[config.mk]
export PLATFORM = sky130hd
export DESIGN_NAME = snq_ctrl
export DESIGN_NICKNAME = d
export VERILOG_FILES = /design/src/sv/snq_pkg.sv /design/src/sv/snq_ctrl.sv
export SDC_FILE = /design/constraint.sdc
export NUM_CORES = 1
export LEC_CHECK = 0
export BUFFER_PORTS_ARGS = -buffer_cell sky130_fd_sc_hd__buf_4
export CAP_MARGIN = 25
export CORE_MARGIN = 1
export CORE_UTILIZATION = 38
export CTS_CLUSTER_DIAMETER = 200
export DETAILED_ROUTE_END_ITERATION = 6
export HOLD_SLACK_MARGIN = 0.15
export PLACE_DENSITY = 0.7
export SLEW_MARGIN = 20
export SYNTH_ARGS = -nofsm -noshare
export SYNTH_HDL_FRONTEND = slang
export SYNTH_SLANG_ARGS = --single-unit
[constraint.sdc]
create_clock -name clk -period 1.4 [get_ports clk]
set_input_delay 0 -clock clk [delete_from_list [all_inputs] [get_ports clk]]
set_output_delay 0 -clock clk [all_outputs]
set_load 0.01 [all_outputs]
[src/sv/snq_pkg.sv]
// snq_pkg: types and constants for the stochastic norm quantizer.
// No dependencies.
`timescale 1ns / 1ps
`default_nettype none
package snq_pkg;

    localparam logic [1:0] MODE_BATCH    = 2'd0;
    localparam logic [1:0] MODE_NORM     = 2'd1;
    localparam logic [1:0] MODE_QUANT    = 2'd2;
    localparam logic [1:0] MODE_RESERVED = 2'd3;

    localparam logic [39:0] COST_MAX  = 40'hFF_FFFF_FFFF;
    localparam logic [30:0] NORM_MAX  = 31'h7FFF_FFFF;
    localparam logic [31:0] GAP_MAX   = 32'hFFFF_FFFF;
    localparam int          VEC_OVERHEAD = 32;
    localparam int          OMEGA_ROUNDS = 5;

    typedef enum logic [3:0] {
        ST_IDLE,
        ST_SQUARE,
        ST_ACCUM,
        ST_ROOT,
        ST_ROOT_DONE,
        ST_PROD,
        ST_DIV,
        ST_ROUND,
        ST_COST_A,
        ST_COST_B,
        ST_COST_C,
        ST_OUT
    } state_t;

    typedef struct packed {
        logic load;
        logic batch_clear;
        logic square;
        logic accum;
        logic root_start;
        logic root_step;
        logic root_finish;
        logic prod;
        logic div_start;
        logic div_step;
        logic round;
        logic cost_a;
        logic cost_b;
        logic cost_c;
        logic emit_norm;
        logic emit_quant;
    } cmd_t;

    typedef struct packed {
        logic root_done;
        logic div_done;
    } status_t;

    // Elias-omega code length, unrolled over a fixed number of rounds
    function automatic logic [7:0] omega_cost(input logic [39:0] v);
        logic [7:0]  len;
        logic [39:0] t;
        logic [6:0]  b;
        logic        stop;
        len  = 8'd1;
        t    = v;
        stop = 1'b0;
        for (int i = 0; i < OMEGA_ROUNDS; i++)
        begin
            if (!stop && t > 40'd1)
            begin
                b = 7'd0;
                for (int j = 0; j < 40; j++)
                begin
                    if (t[j])
                    begin
                        b = 7'(j + 1);
                    end
                end
                len = len + 8'(b);
                t   = 40'(b - 7'd1);
            end
            else
            begin
                stop = 1'b1;
            end
        end
        return len;
    endfunction

endpackage
`default_nettype wire

[src/sv/snq_ctrl.sv]
// snq_ctrl: sequencing state machine for the quantizer.
// Depends on snq_pkg.
`timescale 1ns / 1ps
`default_nettype none
module snq_ctrl
(
    input  wire logic              clk,
    input  wire logic              rst_n,
    input  wire logic              in_fire,
    input  wire logic [1:0]        in_mode,
    input  wire logic              in_last,
    input  wire logic              out_busy,
    input  wire snq_pkg::status_t  status,
    output logic                   ready,
    output snq_pkg::cmd_t          cmd
);

    snq_pkg::state_t state_reg, state_next;
    logic [1:0] mode_reg, mode_next;
    logic       last_reg, last_next;

    always_ff @(posedge clk or negedge rst_n)
    begin
        if (!rst_n)
        begin
            state_reg <= snq_pkg::ST_IDLE;
            mode_reg  <= 2'd0;
            last_reg  <= 1'b0;
        end
        else
        begin
            state_reg <= state_next;
            mode_reg  <= mode_next;
            last_reg  <= last_next;
        end
    end

    always_comb
    begin
        state_next = state_reg;
        mode_next  = mode_reg;
        last_next  = last_reg;
        cmd        = '0;
        ready      = 1'b0;
        unique case (state_reg)
            snq_pkg::ST_IDLE:
            begin
                ready = 1'b1;
                if (in_fire)
                begin
                    cmd.load  = 1'b1;
                    mode_next = in_mode;
                    last_next = in_last;
                    unique case (in_mode)
                        snq_pkg::MODE_BATCH: cmd.batch_clear = 1'b1;
                        snq_pkg::MODE_NORM:  state_next = snq_pkg::ST_SQUARE;
                        snq_pkg::MODE_QUANT: state_next = snq_pkg::ST_PROD;
                        default:             state_next = snq_pkg::ST_IDLE;
                    endcase
                end
            end
            snq_pkg::ST_SQUARE:
            begin
                cmd.square = 1'b1;
                state_next = snq_pkg::ST_ACCUM;
            end
            snq_pkg::ST_ACCUM:
            begin
                cmd.accum  = 1'b1;
                state_next = last_reg ? snq_pkg::ST_ROOT : snq_pkg::ST_IDLE;
            end
            snq_pkg::ST_ROOT:
            begin
                cmd.root_start = 1'b1;
                state_next     = snq_pkg::ST_ROOT_DONE;
            end
            snq_pkg::ST_ROOT_DONE:
            begin
                if (status.root_done)
                begin
                    if (!out_busy)
                    begin
                        cmd.root_finish = 1'b1;
                        cmd.emit_norm   = 1'b1;
                        state_next      = snq_pkg::ST_IDLE;
                    end
                end
                else
                begin
                    cmd.root_step = 1'b1;
                end
            end
            snq_pkg::ST_PROD:
            begin
                cmd.prod   = 1'b1;
                state_next = snq_pkg::ST_DIV;
            end
            snq_pkg::ST_DIV:
            begin
                cmd.div_start = 1'b1;
                state_next    = snq_pkg::ST_ROUND;
            end
            snq_pkg::ST_ROUND:
            begin
                if (status.div_done)
                begin
                    cmd.round  = 1'b1;
                    state_next = snq_pkg::ST_COST_A;
                end
                else
                begin
                    cmd.div_step = 1'b1;
                end
            end
            snq_pkg::ST_COST_A:
            begin
                cmd.cost_a = 1'b1;
                state_next = snq_pkg::ST_COST_B;
            end
            snq_pkg::ST_COST_B:
            begin
                cmd.cost_b = 1'b1;
                state_next = snq_pkg::ST_COST_C;
            end
            snq_pkg::ST_COST_C:
            begin
                cmd.cost_c = 1'b1;
                state_next = snq_pkg::ST_OUT;
            end
            snq_pkg::ST_OUT:
            begin
                if (!out_busy)
                begin
                    cmd.emit_quant = 1'b1;
                    state_next     = snq_pkg::ST_IDLE;
                end
            end
            default:
            begin
                state_next = snq_pkg::ST_IDLE;
            end
        endcase
    end

endmodule
`default_nettype wire

After elaboration in Yosys (flattened, before gate mapping):

Cells that the tools add are included.

* flip-flop bits (word level): 5
* logic and storage cells: 51

* muxes and demuxes: 28
* equality and inequality tests: 17
* reduce and logical (&&, ||, !) cells: 4

Operator list (count)
* one-hot mux 4 bit (12 select lines): 1
* 2-to-1 mux 1 bit: 17
* == test 4 x 3 -> 1 bit (second input constant): 4
* == test 4 bit (second input constant): 4
* 2-to-1 mux 4 bit: 4
* one-hot mux 4 bit (3 select lines): 1
* 2-to-1 mux 2 bit: 5
* == test 4 x 2 -> 1 bit (second input constant): 2
* != test 2 bit (second input constant): 4
* == test 4 x 1 -> 1 bit (second input constant): 1
* zero test 4 bit: 1
* AND reduction 4 bit: 1
* == test 2 x 1 -> 1 bit (second input constant): 1
* == test 2 bit (second input constant): 1
* zero test 2 bit: 1
* AND reduction 2 bit: 1

Depth between registers and ports, before layout:

Gate-level depths: netlist of the first run.

* word-level depth: 4
* gate-level depth with buffers: 5
* gate-level depth less buffers: 5

Worst setup path before layout of the first run:

No wires, ideal clock.

* kind: register -> register
* start point: reg state_reg[3]
* end point: reg last_reg
* data required time: 1.275 ns
* clock period less this slack: 1.634 ns
* arrival time: 1.508 ns
* cell stages (with the launch flop): 5
* setup slack: -0.234 ns
* cell sequence: dfrtp_1 buf_6 nor4_2 and2_4 mux2_4

* word-level cells in the longest chain between the ends: 2

Ends and longest elaborated chain
* start: declaration: RTL line snq_ctrl.sv:18 `snq_pkg::state_t state_reg, state_next;`
* start signal: assignment: RTL line snq_ctrl.sv:26 `state_reg <= snq_pkg::ST_IDLE;`
* start signal: assignment: RTL line snq_ctrl.sv:32 `state_reg <= state_next;`
* zero test 4 bit: RTL line snq_ctrl.sv:45 `unique case (state_reg)`
* AND reduction 2 bit (no source line)
* end signal: assignment: RTL line snq_ctrl.sv:34 `last_reg <= last_next;`
* end: declaration: RTL line snq_ctrl.sv:20 `logic last_reg, last_next;`

No other way between the ends.
A chain may end at the register's enable or synchronous reset.

==> qor.csv, run 1 <==
metric,value,unit
vias in the first global route,649,
CTS tree,built,
nets,121,
first-pass iteration count of the detailed router,4,
RSZ-0062 raised after global routing,yes,
Hold Path Depth,4,
Crit. End Element,output port,
final setup fails,10,
peak per-stage delay on the critical path,0.57,ns
Fin. Hold Viols,0,
"flops & latches, synth",5,
I/O Buffers,25,
maximum fanout along the worst path,4,
metal3 WL,112,um
"Slowest-stage cell, CP",or4b_4,
Final Power,1730,uW
share of layout cells above drive strength 1,52.3,%
post-DR wirelength/cell,13.5,um
initial antenna violation count,0,
CTS H-tree depth,1,
Peak VDD IR,0.941,mV
Critical R2R Capture,state_reg[2]$_DFFE_PN0P_,
first-pass GRT wire length,2630,um
highest metal used,met4,
Area after DPL,773,um^2
Worst Reg-to-Reg Cells,4,
crit path cell chain,"or4b_4, nor2_4, buf_6, buf_6",
Worst-Margin Slew,0.279,ns
Hold WS,0.186,ns
Via density,5.24,
Worst slew margin,81.3,%
Final Instance Area,920,um^2
Leak Pwr,0.000457,uW
YS warnings,0,
"Slew Viols, Final",0,
Routed WL,1670,um
root buf cell,clkbuf_4,
Detail Route Antenna Nets,0,
syn nets,77,
max reg flops,4,
Num CTS Buffers,3,
min Tclk post-route,1.55,ns
outcome,"complete, but fails checks",
Area contributors post-synth,"dfrtp_1 (25%), nor3_1 (7.9%), nor2_1 (7.4%)",
GR Overflow Total,0,
Vias,645,
io pins,26,
Worst path top cell family by delay,simple AND/OR/NAND/NOR gates,
hold crit path type,in2reg,
power density cells,1880,mW/mm^2
n_diodes,0,
worst clock skew,0.00522,ns
"Area growth, synth to finish",81.9,%
Worst R2R Start,state_reg[3]$_DFFE_PN0P_,
post-synth top area cell,dfrtp_1,
Worst Setup Start Kind,flip-flop,
Worst Hold End,state_reg[2]$_DFFE_PN0P_,
crit path buf inv count,2,
Fmax,647,MHz
worst skew pair latency,0.26,ns
Worst-path clk slew,0.05,ns
Unique masters post-synth,30,
CP most frequent cell,buf_6,
most frequent cells in the layout,"buf_4 (35), nor2_1 (9), dlygate4sd3_1 (6)",
Setup Crit Path Kind,reg2out,
Worst EP required,1.40,ns
post-synthesis cell count,66,
final core utilization,78.5,%
CTS max path bufs,2,
Iteration-0 DRC Markers,12,
Die Y,38.5,um
DIE AREA,0.00148,mm^2
R2R Setup Slk,-0.09,ns
PnR worst setup slack,-0.145,ns
final worst path period share,110,%
core area,0.00117,mm^2
routability cong.,0.851,
Rows,12,
Hold Startpoint,status[1],
mapped cell area,505,um^2
GRT Util Overall,26.4,%
# DRC,0,
failing checks,setup timing,
"Avg Cell Area, Syn",7.66,um^2
crit path DAT,1.55,ns
Met1 Wirelength,635,um
die width,38.5,um
"commonest non-fill, non-tap cell in the layout",buf_4,
Max Cap Viol,0,
WL met2,871,um
CTS Sinks,5,
Fillers,94,
largest net degree at the start of global routing,12,
sequential area share after synthesis,24.8,%
top cell type's share of synthesized area,24.8,%
Detail Placement HPWL,1110,um
initial cell density of the core,43.2,%
cell families after synthesis:
logic type	synth area share, %
compound gates	17.6
mux	2.97
simple gates	37.6
xor+xnor	1.73
buf+inv	10.4
fa+ha+maj	4.95
flops	24.8
report_power, final:
group / leakage (uW) / switching, uW / internal [uW]
Clock: 0.0000177 / 78.4 / 104
Combinational: 0.000377 / 606 / 657
Sequential: 0.0000617 / 73.1 / 212
Yosys cell counts:
cell type  number
o21ai_0         1
o21bai_1        1
buf_2           3
buf_4           1
xnor2_1         1
and2_4          1
a221o_1         1
o22ai_1         2
dfrtp_1         5
o21ai_1         1
nor3_1          8
nor4_2          1
buf_6           1
nand2b_1        3
o32a_1          1
nor2_2          1
nand2_1         5
a21oi_1         3
or2b_2          1
a221o_2         1
inv_1           5
o31ai_2         1
nor2_1         10
mux2_4          1
nand3_1         1
or4b_4          1
nand2_2         1
nand3b_1        1
ha_1            2
and3_1          1
timing repair:
action / 4_1_cts / 5_1_grt
endpoints found under the setup margin: 13 / 19
endpoints found under the hold margin: 10 / 0
hold buffers: 6 / 0
resized for setup: 4 / 6
cloned: 0 / 0
buffers inserted: 3 / 1
pin swaps: 1 / 0
worst register-to-register path, stage by stage (launching register included):
cell and delay [ns]:
dfrtp_1 0.41, or4b_4 0.57, o21ai_1 0.12, a221o_2 0.18, o22ai_1 0.09
how the worst max path moves through the flow:
stage / start / to / slack [ns] / depth (start not counted)
after floorplan: state_reg[0]$_DFFE_PN0P_ / last_reg$_DFFE_PN0P_ / -0.01 / 3
after global placement: state_reg[1]$_DFFE_PN0P_ / state_reg[2]$_DFFE_PN0P_ / -0.02 / 4
after detailed placement: state_reg[1]$_DFFE_PN0P_ / state_reg[2]$_DFFE_PN0P_ / -0.07 / 4
after CTS: state_reg[3]$_DFFE_PN0P_ / cmd[9] / -0.14 / 3
after global routing: state_reg[3]$_DFFE_PN0P_ / cmd[10] / -0.19 / 4
final: state_reg[3]$_DFFE_PN0P_ / cmd[10] / -0.15 / 4
metrics by stage:
step	worst slack, ns	setup TNS [ns]	cells
final	-0.145	-0.839	123
after CTS	-0.140	-0.725	123
after global routing	-0.187	-1.44	123
after floorplan	-0.0124	-0.0124	66
after global placement	-0.0208	-0.0208	111
after detailed placement	-0.0698	-0.116	111
final cells by class:
type	instances	area [um^2]	share of cell area (%)
Clock inverter	1	5.00	0.544
Clock buffer	3	22.5	2.45
Multi-Input combinational cell	51	373	40.5
Sequential cell	5	126	13.7
Inverter	5	18.8	2.04
Tap cell	14	17.5	1.90
Timing Repair Buffer	44	357	38.8
metal layers:
layer | up-vias | global-route usage, %
met5 | - | 0
met1 | 294 | 24.4
met4 | 0 | 7.76
li1 | 316 | -
met3 | 7 | 8.14
met2 | 28 | 53.4
No activity file was read; power rests on OpenSTA's default activity.
==> run 2, diff against run 1 <==
--- a/config.mk
+++ b/config.mk
@@ -7,13 +7,13 @@
 export LEC_CHECK = 0
 export BUFFER_PORTS_ARGS = -buffer_cell sky130_fd_sc_hd__buf_4
 export CAP_MARGIN = 25
-export CORE_MARGIN = 1
-export CORE_UTILIZATION = 38
+export CORE_AREA = 2 2 39 41
+export CTS_BUF_LIST = sky130_fd_sc_hd__clkbuf_4 sky130_fd_sc_hd__clkbuf_8
 export CTS_CLUSTER_DIAMETER = 200
 export DETAILED_ROUTE_END_ITERATION = 6
+export DIE_AREA = 0 0 41 43
 export HOLD_SLACK_MARGIN = 0.15
-export PLACE_DENSITY = 0.7
-export SLEW_MARGIN = 20
+export PLACE_DENSITY = 0.69
 export SYNTH_ARGS = -nofsm -noshare
 export SYNTH_HDL_FRONTEND = slang
 export SYNTH_SLANG_ARGS = --single-unit
==> run 2 against run 1 <==
  * Sequential power decreased by 6%
  * Critical path depth unchanged
  * Power increased by 4.8%
  * The flow still finishes with violations (setup timing)
  * Highest routed layer is now met3
  * Final area increased by 3.8%
  * Wire length increased by 3.2%
  * Clock-buffer cell count increased by 1
  * Combinational power increased by 7%
  * Final cell count increased by 2.4%
  * Die area increased by 19%
  * Core utilization decreased by 9.5 points
==> qor.csv, run 2 (synthesis results as in run 1) <==
metric,value,unit
maximum fanout along the worst path,3,
RSZ-0062 raised after global routing,yes,
PnR worst setup slack,-0.134,ns
Rows,14,
hold crit path type,in2reg,
max reg flops,4,
root buf cell,clkbuf_4,
Critical R2R Capture,state_reg[0]$_DFFE_PN0P_,
io pins,26,
core area,0.00138,mm^2
final core utilization,69.0,%
Detail Placement HPWL,1120,um
n_diodes,0,
Worst Setup Start Kind,flip-flop,
final setup fails,10,
Worst path depth,4,
DIE AREA,0.00176,mm^2
die width,41,um
first-pass GRT wire length,2500,um
Placed Cells,113,
initial antenna violation count,0,
Fmax,652,MHz
power density cells,1900,mW/mm^2
Worst-path clk slew,0.05,ns
Max Cap Viol,0,
crit path DAT,1.53,ns
worst skew pair latency,0.24,ns
CTS Sinks,5,
"Area growth, synth to finish",88.9,%
Worst R2R Start,state_reg[3]$_DFFE_PN0P_,
Detail Route Antenna Nets,0,
capture point of the worst path,cmd[10],
Iteration-0 DRC Markers,18,
failing checks,setup timing,
largest net degree at the start of global routing,12,
nets,122,
Worst path top cell family by delay,simple AND/OR/NAND/NOR gates,
Num CTS Buffers,3,
Fin Setup TNS,-0.582,ns
Fin. Hold Viols,0,
min Tclk post-route,1.53,ns
"commonest non-fill, non-tap cell in the layout",buf_4,
Crit. End Element,output port,
GRT Util Overall,20.4,%
worst clock skew,0.00351,ns
CP most frequent cell,buf_6,
first-pass iteration count of the detailed router,4,
crit path cell chain,"or4b_4, nor2_4, buf_6, buf_6",
Peak VDD IR,0.986,mV
GR Overflow Total,0,
Vias,644,
R2R Setup Slk,-0.07,ns
Setup Crit Path Kind,reg2out,
# DRC,0,
Final Power,1810,uW
peak per-stage delay on the critical path,0.59,ns
Routed WL,1720,um
Worst Reg-to-Reg Cells,4,
Worst-Margin Slew,0.251,ns
final worst path period share,110,%
share of layout cells above drive strength 1,52.7,%
post-DR wirelength/cell,13.6,um
CTS H-tree depth,1,
CTS tree,built,
"Slew Viols, Final",0,
routability cong.,0.802,
I/O Buffers,25,
initial cell density of the core,36.5,%
CTS max path bufs,2,
filler-free cell count of the finished design,126,
Die Y,43,um
"Slowest-stage cell, CP",or4b_4,
Worst EP required,1.40,ns
Leak Pwr,0.000466,uW
Worst slew margin,83.2,%
vias in the first global route,558,
Via density,5.11,
crit path from,state_reg[3]$_DFFE_PN0P_,
most frequent cells in the layout,"buf_4 (31), nor2_1 (9), buf_6 (8)",
crit path buf inv count,2,
outcome,"complete, but fails checks",
[run 2: changes by cell type in the layout (fill, tap and decap cells not counted), sizes merged]
cell,previous run,this run
buf,38,39
clkinv,1,0
clkbuf,3,4
[run 2: tightest hold or removal path, cell delays in order]
cell	delay [ns]
buf_4	0.13
nor2_4	0.12
a221o_2	0.15
o22ai_2	0.07
[run 2: what timing repair did]
action / CTS / global route
setup endpoints to repair: 11 / 14
hold endpoints to repair: 10 / 0
hold buffers: 6 / 0
pin swaps: 1 / 2
setup buffers: 0 / 3
resized for setup: 5 / 10
[run 2: layer usage]
layer	routed length, um	track usage [%]	part of all wire (%)	vias to the layer above
li1	-	-	-	316
met1	728	24.4	42	318
met2	967	35.9	56	10
met3	23	1.57	1.3	0
met4	0	6.00	0	0
met5	0	0	0	-
[run 2: cell type report]
class                   instances  area, um^2
repair buffers                 45         383
flip-flops and latches          5         125
inverters                       5        18.8
multi-input cells              51         378
well taps                      16        20.0
clock buffers                   4        30.0
fillers                       108         429
[run 2: how the worst min path moves through the flow]
| stage | start | end | cells after the start |
|---|---|---|---|
| finish | status[1] | state_reg[2]$_DFFE_PN0P_ | 4 |
| global placement | rst_n | state_reg[3]$_DFFE_PN0P_ | 1 |
| global route | status[1] | state_reg[2]$_DFFE_PN0P_ | 4 |
| CTS | status[1] | state_reg[2]$_DFFE_PN0P_ | 4 |
| floorplan | rst_n | last_reg$_DFFE_PN0P_ | 0 |
| detailed placement | rst_n | state_reg[0]$_DFFE_PN0P_ | 1 |
[run 2: through the flow]
| step | cell area (um^2) | worst slack (ns) | hold slack [ns] |
|---|---|---|---|
| after floorplan | 519 | -0.0124 | -0.296 |
| after global placement | 776 | -0.00356 | -0.197 |
| after detailed placement | 776 | -0.0415 | -0.193 |
| after CTS | 890 | -0.127 | 0.214 |
| after global routing | 955 | -0.173 | 0.278 |
| final | 955 | -0.134 | 0.270 |
[run 2: where the power goes]
group / switching (uW) / internal [uW] / total [uW] / leakage, uW
Sequential: 59.0 / 210 / 269 / 0.0000631
Clock: 62.1 / 127 / 189 / 0.0000184
Combinational: 640 / 715 / 1350 / 0.000385
==> run 3, diff against run 2 <==
--- a/config.mk
+++ b/config.mk
@@ -7,13 +7,16 @@
 export LEC_CHECK = 0
 export BUFFER_PORTS_ARGS = -buffer_cell sky130_fd_sc_hd__buf_4
 export CAP_MARGIN = 25
-export CORE_AREA = 2 2 39 41
+export CELL_PAD_IN_SITES_DETAIL_PLACEMENT = 2
+export CELL_PAD_IN_SITES_GLOBAL_PLACEMENT = 2
+export CORE_MARGIN = 1
+export CORE_UTILIZATION = 21
 export CTS_BUF_LIST = sky130_fd_sc_hd__clkbuf_4 sky130_fd_sc_hd__clkbuf_8
 export CTS_CLUSTER_DIAMETER = 200
 export DETAILED_ROUTE_END_ITERATION = 6
-export DIE_AREA = 0 0 41 43
 export HOLD_SLACK_MARGIN = 0.15
-export PLACE_DENSITY = 0.69
+export PLACE_DENSITY = 0.73
 export SYNTH_ARGS = -nofsm -noshare
 export SYNTH_HDL_FRONTEND = slang
 export SYNTH_SLANG_ARGS = --single-unit
+export TNS_END_PERCENT = 10
==> run 3 against run 2 <==
  * The flow still finishes with violations (setup timing)
  * Non-clock buffer count down 1
  * Sequential cell count unchanged
  * Sequential power rose by 10%
  * Clock-buffer cell count stayed put
  * Core utilization fell by 25 points
  * Clock skew decreased by 0.0019 ns
  * Maximum frequency fell by 3.9%
  * Register-to-register slack worse by 0.13 ns
  * Combinational power increased by 4%
  * Global-route usage is 0.26 points lower
  * Worst hold slack lost 0.080 ns
  * Critical endpoint is now state_reg[2]$_DFFE_PN0P_
==> qor.csv, run 3 (synthesis results as in run 1) <==
metric,value,unit
Reg area,128,um^2
Vias,659,
RSZ-0062 raised after global routing,yes,
Iteration-0 DRC Markers,10,
grt met2 use,37.9,%
final setup fails,9,
largest net degree at the start of global routing,11,
first-pass GRT wire length,3730,um
initial cell density of the core,22.6,%
n_diodes,0,
Setup Crit Path Kind,reg2reg,
post-DR wirelength/cell,17.0,um
routability cong.,0.726,
grt peak-use layer,met2,
Hold WS,0.190,ns
Worst Setup Start Kind,flip-flop,
CTS max path bufs,2,
filler-free cell count of the finished design,137,
Detail Route Antenna Nets,0,
Via density,4.81,
CTS H-tree depth,1,
share of layout cells above drive strength 1,58.7,%
P_sw,833,uW
worst clock skew,0.00160,ns
Fmax,626,MHz
crit path DAT,1.70,ns
"Area growth, synth to finish",93.8,%
multi-input logic area,395,um^2
Rows,17,
max reg flops,4,
Num CTS Buffers,3,
Fillers,258,
CTS tree,built,
Final Power,1890,uW
Peak VDD IR,0.772,mV
GRT Util Overall,20.1,%
nets,121,
first-pass iteration count of the detailed router,4,
# DRC,0,
vias in the first global route,718,
"commonest non-fill, non-tap cell in the layout",buf_4,
failing checks,setup timing,
I/O Buffers,25,
Max Cap Viol,0,
Worst slew margin,77.7,%
final core utilization,43.9,%
hold crit path type,in2reg,
Die Y,51.1,um
die width,51.1,um
final worst path period share,114,%
Detail Placement HPWL,1610,um
PnR worst setup slack,-0.197,ns
GRT met1 Usage,23.2,%
Sw Ratio,44.0,%
initial antenna violation count,0,
internal power,1060,uW
Fin. Hold Viols,0,
Gate power share,74.5,%
min Tclk post-route,1.60,ns
Routed WL,2330,um
met3 usage in global routing,0.893,%
core area,0.00223,mm^2
most frequent cells in the layout,"buf_4 (31), nor2_1 (10), buf_6 (8)",
Worst-Margin Slew,0.332,ns
maximum fanout along the worst path,3,
power density cells,1930,mW/mm^2
Worst-path clk slew,0.05,ns
Reg power frac,15.7,%
GR Overflow Total,0,
Worst EP required,1.51,ns
CTS Sinks,5,
clock power share,9.8,%
outcome,"complete, but fails checks",
Leak Pwr,0.000471,uW
root buf cell,clkbuf_4,
worst skew pair latency,0.24,ns
Placed Cells,126,
DP Worst Slack,-0.0985,ns
Crit. End Element,flip-flop,
DIE AREA,0.00261,mm^2
"Slew Viols, Final",0,
io pins,26,
[run 3: changes by cell type in the layout (fill, tap and decap cells not counted)]
cell	change
or2b_4	+1
nor3_2	+3
nand2b_1	-1
dfrtp_1	-2
inv_1	-1
dfrtp_2	+2
inv_2	+1
nor3_1	-3
dlygate4sd3_1	-1
nor2_1	+1
nor2_4	-1
nand2b_4	+1
or2b_2	-1
[run 3: worst paths after layout]
path / start / end / slack [ns] / depth (start not counted)
worst min-delay path: in_fire / last_reg$_DFFE_PN0P_ / 0.19 / 3
worst max register to register: state_reg[0]$_DFFE_PN0P_ / state_reg[2]$_DFFE_PN0P_ / -0.20 / 5
worst max-delay path: state_reg[0]$_DFFE_PN0P_ / state_reg[2]$_DFFE_PN0P_ / -0.20 / 5
worst min register to register: last_reg$_DFFE_PN0P_ / last_reg$_DFFE_PN0P_ / 0.59 / 1
min in group asynchronous: rst_n / state_reg[3]$_DFFE_PN0P_ / 0.69 / 3
max in group asynchronous: rst_n / state_reg[0]$_DFFE_PN0P_ / 0.49 / 3
[run 3: worst max-delay path, stage by stage (launching register included)]
cell and delay (ns):
dfrtp_2 0.43, or4b_4 0.59, nor2_4 0.13, buf_6 0.11, a221o_2 0.13, o22ai_2 0.08
[run 3: final cells by class]
cell class	count	share of cell area, %
Clock buffer	4	3.07
Inverter	5	1.92
Multi-Input combinational cell	51	40.4
Sequential cell	5	13.0
Tap cell	28	3.58
Timing Repair Buffer	44	38.1
[run 3: through the flow]
stage                     area (um^2)  setup TNS [ns]
after floorplan                   519         -0.0124
after global placement            798         -0.0689
after detailed placement          798          -0.266
after CTS                         945           -1.24
after global routing              980           -2.15
final                             980           -1.23
[run 3: power by group through the flow]
stage,clock (uW),combinational [uW],sequential (uW)
2_1_floorplan,0,698,270
3_3_place_gp,0,1120,286
3_5_place_dp,0,1180,296
4_1_cts,198,1300,296
5_1_grt,202,1520,305
6_report,186,1410,297
[run 3: what timing repair did]
item                       CTS  global route
setup endpoints to repair   18            19
gates cloned                 0             0
pin swaps                    3             3
resized for setup           14             8
buffers inserted             2             0
hold buffers                 5             0
hold endpoints to repair     9             0
[run 3: layer usage]
layer  vias up  part of all wire (%)
li1        314                     -
met3         2                   2.9
met1       320                    41
met5         -                     0
met2        23                    55
met4         0                   1.2
